## config.mk

```make
export PLATFORM = sky130hd
export DESIGN_NAME = sbe_ctrl
export DESIGN_NICKNAME = d
export VERILOG_FILES = /design/src/sv/sbe_pkg.sv /design/src/sv/sbe_ctrl.sv
export SDC_FILE = /design/constraint.sdc
export NUM_CORES = 1
export LEC_CHECK = 0
export BUFFER_PORTS_ARGS = -buffer_cell sky130_fd_sc_hd__buf_2
export CAP_MARGIN = 0
export CORE_AREA = 2 2 39 41
export CTS_CLUSTER_SIZE = 24
export DETAILED_ROUTE_END_ITERATION = 16
export DIE_AREA = 0 0 41 43
export PLACE_DENSITY = 0.46
export SETUP_SLACK_MARGIN = 0.5
export SYNTH_ARGS = -nofsm -noshare
export SYNTH_HDL_FRONTEND = slang
export SYNTH_SLANG_ARGS = --single-unit
export TNS_END_PERCENT = 10
```

## constraint.sdc

```tcl
create_clock -name clk -period 1.6 [get_ports clk]
set_input_delay 0.32 -clock clk [delete_from_list [all_inputs] [get_ports clk]]
set_output_delay 0.32 -clock clk [all_outputs]
set_load 0.02 [all_outputs]
```

## src/sv/sbe_pkg.sv

```systemverilog
`timescale 1ns / 1ps
`default_nettype none
package sbe_pkg;

  localparam int STACK_DEPTH = 256;
  localparam int ADDR_W      = $clog2(STACK_DEPTH);
  localparam int DEPTH_W     = $clog2(STACK_DEPTH + 1);

  localparam logic [2:0] CMD_PUSH = 3'd0;
  localparam logic [2:0] CMD_RET  = 3'd1;
  localparam logic [2:0] CMD_NEG  = 3'd2;
  localparam logic [2:0] CMD_ADD  = 3'd3;
  localparam logic [2:0] CMD_SUB  = 3'd4;
  localparam logic [2:0] CMD_MUL  = 3'd5;
  localparam logic [2:0] CMD_DIV  = 3'd6;

  localparam logic [2:0] ST_OK    = 3'd0;
  localparam logic [2:0] ST_RET   = 3'd1;
  localparam logic [2:0] ST_UNDER = 3'd2;
  localparam logic [2:0] ST_OVER  = 3'd3;
  localparam logic [2:0] ST_BAD   = 3'd4;
  localparam logic [2:0] ST_DIV0  = 3'd5;

  localparam logic [63:0] SIGN_BIT = 64'h8000_0000_0000_0000;
  localparam logic [63:0] MAX_POS  = 64'h7FFF_FFFF_FFFF_FFFF;

  typedef struct packed {
    logic load;
    logic mul_start;
    logic mul_step;
    logic div_start;
    logic commit;
  } sbe_cmd_t;

  typedef struct packed {
    logic is_mul;
    logic is_div;
    logic mul_done;
    logic div_done;
  } sbe_stat_t;

  function automatic logic [63:0] mag(input logic [63:0] v);
    mag = v[63] ? (~v + 64'd1) : v;
  endfunction

  function automatic logic [63:0] signed_from_mag(input logic neg, input logic [63:0] m,
                                                  input logic too_big);
    if (neg) begin
      signed_from_mag = (too_big || m > SIGN_BIT) ? SIGN_BIT : (~m + 64'd1);
    end else begin
      signed_from_mag = (too_big || m > MAX_POS) ? MAX_POS : m;
    end
  endfunction

  function automatic logic [63:0] sat_add(input logic [63:0] a, input logic [63:0] b);
    logic [63:0] r;
    r = a + b;
    if (a[63] == b[63] && r[63] != a[63]) sat_add = a[63] ? SIGN_BIT : MAX_POS;
    else sat_add = r;
  endfunction

  function automatic logic [63:0] sat_sub(input logic [63:0] a, input logic [63:0] b);
    logic [63:0] r;
    r = a - b;
    if (a[63] != b[63] && r[63] != a[63]) sat_sub = a[63] ? SIGN_BIT : MAX_POS;
    else sat_sub = r;
  endfunction

  function automatic logic [63:0] sat_neg(input logic [63:0] a);
    sat_neg = (a == SIGN_BIT) ? MAX_POS : (~a + 64'd1);
  endfunction

endpackage
`default_nettype wire

```

## src/sv/sbe_ctrl.sv

```systemverilog
`timescale 1ns / 1ps
`default_nettype none
module sbe_ctrl
  import sbe_pkg::*;
(
  input  wire logic      clk,
  input  wire logic      rst,
  input  wire logic      in_valid,
  output logic           in_ready,
  output logic           out_valid,
  input  wire logic      out_ready,
  input  wire sbe_stat_t stat,
  output sbe_cmd_t       cmd_bus
);

  typedef enum logic [3:0] {
    S_IDLE = 4'b0001,
    S_READ = 4'b0010,
    S_MUL  = 4'b0100,
    S_DIV  = 4'b1000
  } state_t;

  state_t state, state_next;
  logic   out_valid_next;

  assign in_ready = (state == S_IDLE) && (!out_valid || out_ready);

  always_comb begin
    state_next = state;
    cmd_bus    = '0;
    unique case (state)
      S_IDLE: begin
        if (in_valid && in_ready) begin
          cmd_bus.load = 1'b1;
          state_next   = S_READ;
        end
      end
      S_READ: begin
        if (stat.is_mul) begin
          cmd_bus.mul_start = 1'b1;
          state_next        = S_MUL;
        end else if (stat.is_div) begin
          cmd_bus.div_start = 1'b1;
          state_next        = S_DIV;
        end else begin
          cmd_bus.commit = 1'b1;
          state_next     = S_IDLE;
        end
      end
      S_MUL: begin
        if (stat.mul_done) begin
          cmd_bus.commit = 1'b1;
          state_next     = S_IDLE;
        end else begin
          cmd_bus.mul_step = 1'b1;
        end
      end
      S_DIV: begin
        if (stat.div_done) begin
          cmd_bus.commit = 1'b1;
          state_next     = S_IDLE;
        end
      end
      default: state_next = S_IDLE;
    endcase
  end

  assign out_valid_next = cmd_bus.commit ? 1'b1 : (out_ready ? 1'b0 : out_valid);

  always_ff @(posedge clk) begin
    if (rst) begin
      state     <= S_IDLE;
      out_valid <= 1'b0;
    end else begin
      state     <= state_next;
      out_valid <= out_valid_next;
    end
  end

endmodule
`default_nettype wire

```

==> impl_metrics.csv <==
group,metric,value,unit
run_status,status,"complete, but fails checks",
run_status,violations,"setup timing",
finish,areaGrowthSynthToFinish,67.4,%
logic_synthesis,synth-async-reset-ratio,0,
placement,port_buffers,14,
hold_path,min_path_cells,2,
placement,dpl.cell_count,65,
timing,max_freq,553,MHz
timing,timing.hold.ws,0.301,ns
drt,wire_per_inst,10.9,um
critical_path,critPathCaptureType,"output pin",
floorplanning,core_area,0.00138,mm^2
logic_synthesis,netlist.area_leader.share,0.343,
timing,period_needed,1.81,ns
global_routing,grt_use_total,0.115,
critical_path,rr_worst_depth,3,
timing,fin_ws,-0.210,ns
timing,relSlewSlack,0.816,
floorplanning,fp.dieH,43,um
timing,skew,0.00437,ns
floorplanning,row_count,14,
clock_network,clk_pin_slew,0.04,ns
clock_network,cts_htree_levels,1,
global_routing,antenna_found_initial,0,
floorplanning,die-area,0.00176,mm^2
clock_network,cts_tree,"done",
clock_network,cts.sink_count,5,
critical_path,worstPathRequired,1.28,ns
critical_path,worst-path-max-fanout,3,
global_routing,grt_max_degree,6,
drt,drtIter0Drc,2,
drt,via_per_inst,4.74,
power_and_ir_drop,irDropWorstVdd,328,uV
timing,final_max_slew_viol_count,0,
finish,fin_cells,70,
floorplanning,initial_core_util,0.211,
timing,period_share,1.13,
clock_network,cts_root_buffer,"clkbuf_4",
critical_path,cp_slowest_cell,"or4b_4",
power_and_ir_drop,powerDensity,771,mW/mm^2
drt,wirelength,760,um
placement,place.gp.congestion,0.667,
finish,fin_nets,63,
logic_synthesis,ys_top_cells_by_count,"dfxtp_1, and2_1, and3b_1",
finish,layout-drive-gt1-share,0.648,
drt,vias,332,
global_routing,grt_overflow_total,0,
logic_synthesis,seq_area_frac_synth,0.343,
logic_synthesis,ys_types,20,
drt,drcViolationCount,0,
logic_synthesis,syn_avg_cell_area,9.11,um^2
flow_run,max_cap_violations,0,
global_routing,grt_pass1_vias,332,
global_routing,grt_pass1_wl,1310,um
critical_path,crit_chain,"or4b_4 -> nor2b_4 -> and2_4 -> buf_6",
logic_synthesis,synth_flop_cell,"dfxtp_1",
floorplanning,die_w,41,um
drt,postRouteAntennaNets,0,
timing,worst_slew_pin_slew,0.273,ns
logic_synthesis,syn_nets,40,
logic_synthesis,ys_ff_latch,5,
finish,antenna_cells,0,
critical_path,slowest_delay,0.56,ns
hold_path,hold_path_class,"input pin to register",
clock_network,clock_latency,0.25,ns
critical_path,start_kind,"register",
clock_network,clk_path_buf_depth,2,
drt,drt-pass1-iter-count,3,
logic_synthesis,ys_top_cells_by_area,"dfxtp_1, and3b_1, and2_1",
logic_synthesis,yosysTopAreaCell,"dfxtp_1",
clock_network,numCtsBuffers,3,
timing,rsz0062_at_grt,"yes",
clock_network,hold_buffers,0,
placement,dpl.hpwl,576,um
logic_synthesis,synth_area,292,um^2
power_and_ir_drop,p_total,0.376,mW
logic_synthesis,syn_inst,32,
logic_synthesis,synth_edf_count,0,
power_and_ir_drop,total_leakage_power,0.247,nW
critical_path,path_class,"register to output pin",
floorplanning,io_pins,15,
critical_path,crit_arrival,1.49,ns
logic_synthesis,yosysMostFrequentCell,"dfxtp_1",
timing,hold_viol,0,
logic_synthesis,yosysWarnings,0,
timing,setup_viol_count_final,6,
==> cell usage in the layout, fill, tap and decap left out, drive strengths merged <==
master	Yosys	final
nor2	2	2
mux2	1	1
nand2	2	2
inv	1	1
or4b	1	1
nand2b	1	1
a2111oi	1	1
buf	1	19
nor2b	1	1
a211o	1	1
dfxtp	5	5
a31oi	1	1
nor3b	2	2
o21ba	1	1
clkbuf	0	4
and3b	3	3
a21oi	1	1
and2	3	3
o21ai	2	2
nor4b	1	1
nand3b	1	1
==> cell families (layout without fill, tap and decap cells) <==
kind of cell,Yosys count,after routing,synth area share
AND/OR/NAND/NOR,17,17,0.412
multiplexers,1,1,0.0386
AO/OA/AOI/OAI,7,7,0.167
buffers and inverters,2,24,0.0386
flip-flops,5,5,0.343
==> layer usage <==
metal	GRT usage	up-vias	wire, um
met2	0.172	12	356
met3	0.0785	5	75
met5	0	-	0
met4	0.0600	0	19
met1	0.115	151	310
li1	-	164	-
==> final cells by class <==
type,count,area [um^2]
repair buffers,19,125
fillers,154,896
well taps,16,20.0
flip-flops and latches,5,104
clock buffers,4,26.3
multi-input cells,25,209
inverters,1,3.75
==> through the flow <==
| step | cell area (um^2) | worst slack (ns) | util | TNS [ns] |
|---|---|---|---|---|
| 2_1_floorplan | 307 | 0.0231 | - | 0 |
| 6_report | 488 | -0.210 | 0.353 | -0.545 |
| 5_1_grt | 488 | -0.268 | 0.353 | -0.996 |
| 3_5_place_dp | 419 | 0.0166 | 0.303 | 0 |
| 4_1_cts | 477 | -0.211 | 0.344 | -0.604 |
| 3_3_place_gp | 419 | 0.0149 | 0.303 | 0 |
==> path summary, 6_finish.rpt <==
check | from | to | slack [ns]
setup / recovery | state[3] | cmd_bus[4] | -0.21
hold / removal | rst | out_valid | 0.30
setup reg to reg | state[3] | state[0] | 0.04
hold reg to reg | out_valid | out_valid | 0.56
==> what timing repair did <==
action / CTS / global route
endpoints found under the setup margin: 11 / 11
buffers inserted: 1 / 0
resized for setup: 9 / 5
pin swaps: 5 / 1
==> state kept, by name (all words and copies together), names as in the netlist <==
name and count:
out_valid 1, state 4
==> power breakdown <==
part           leakage (nW)  total (mW)  internal, mW  switching [mW]
logic                 0.191      0.0910        0.0489          0.0421
clock network        0.0150       0.148        0.0944          0.0538
registers            0.0414       0.137         0.132         0.00470
total                 0.247       0.376         0.276           0.101
==> worst max-delay path, delay by kind of cell, from the launching register on <==
kind	cells	cell delay (ns)
simple gates	3	0.83
flops	1	0.31
buf+inv	1	0.10
(Power assumes the default switching activity.)
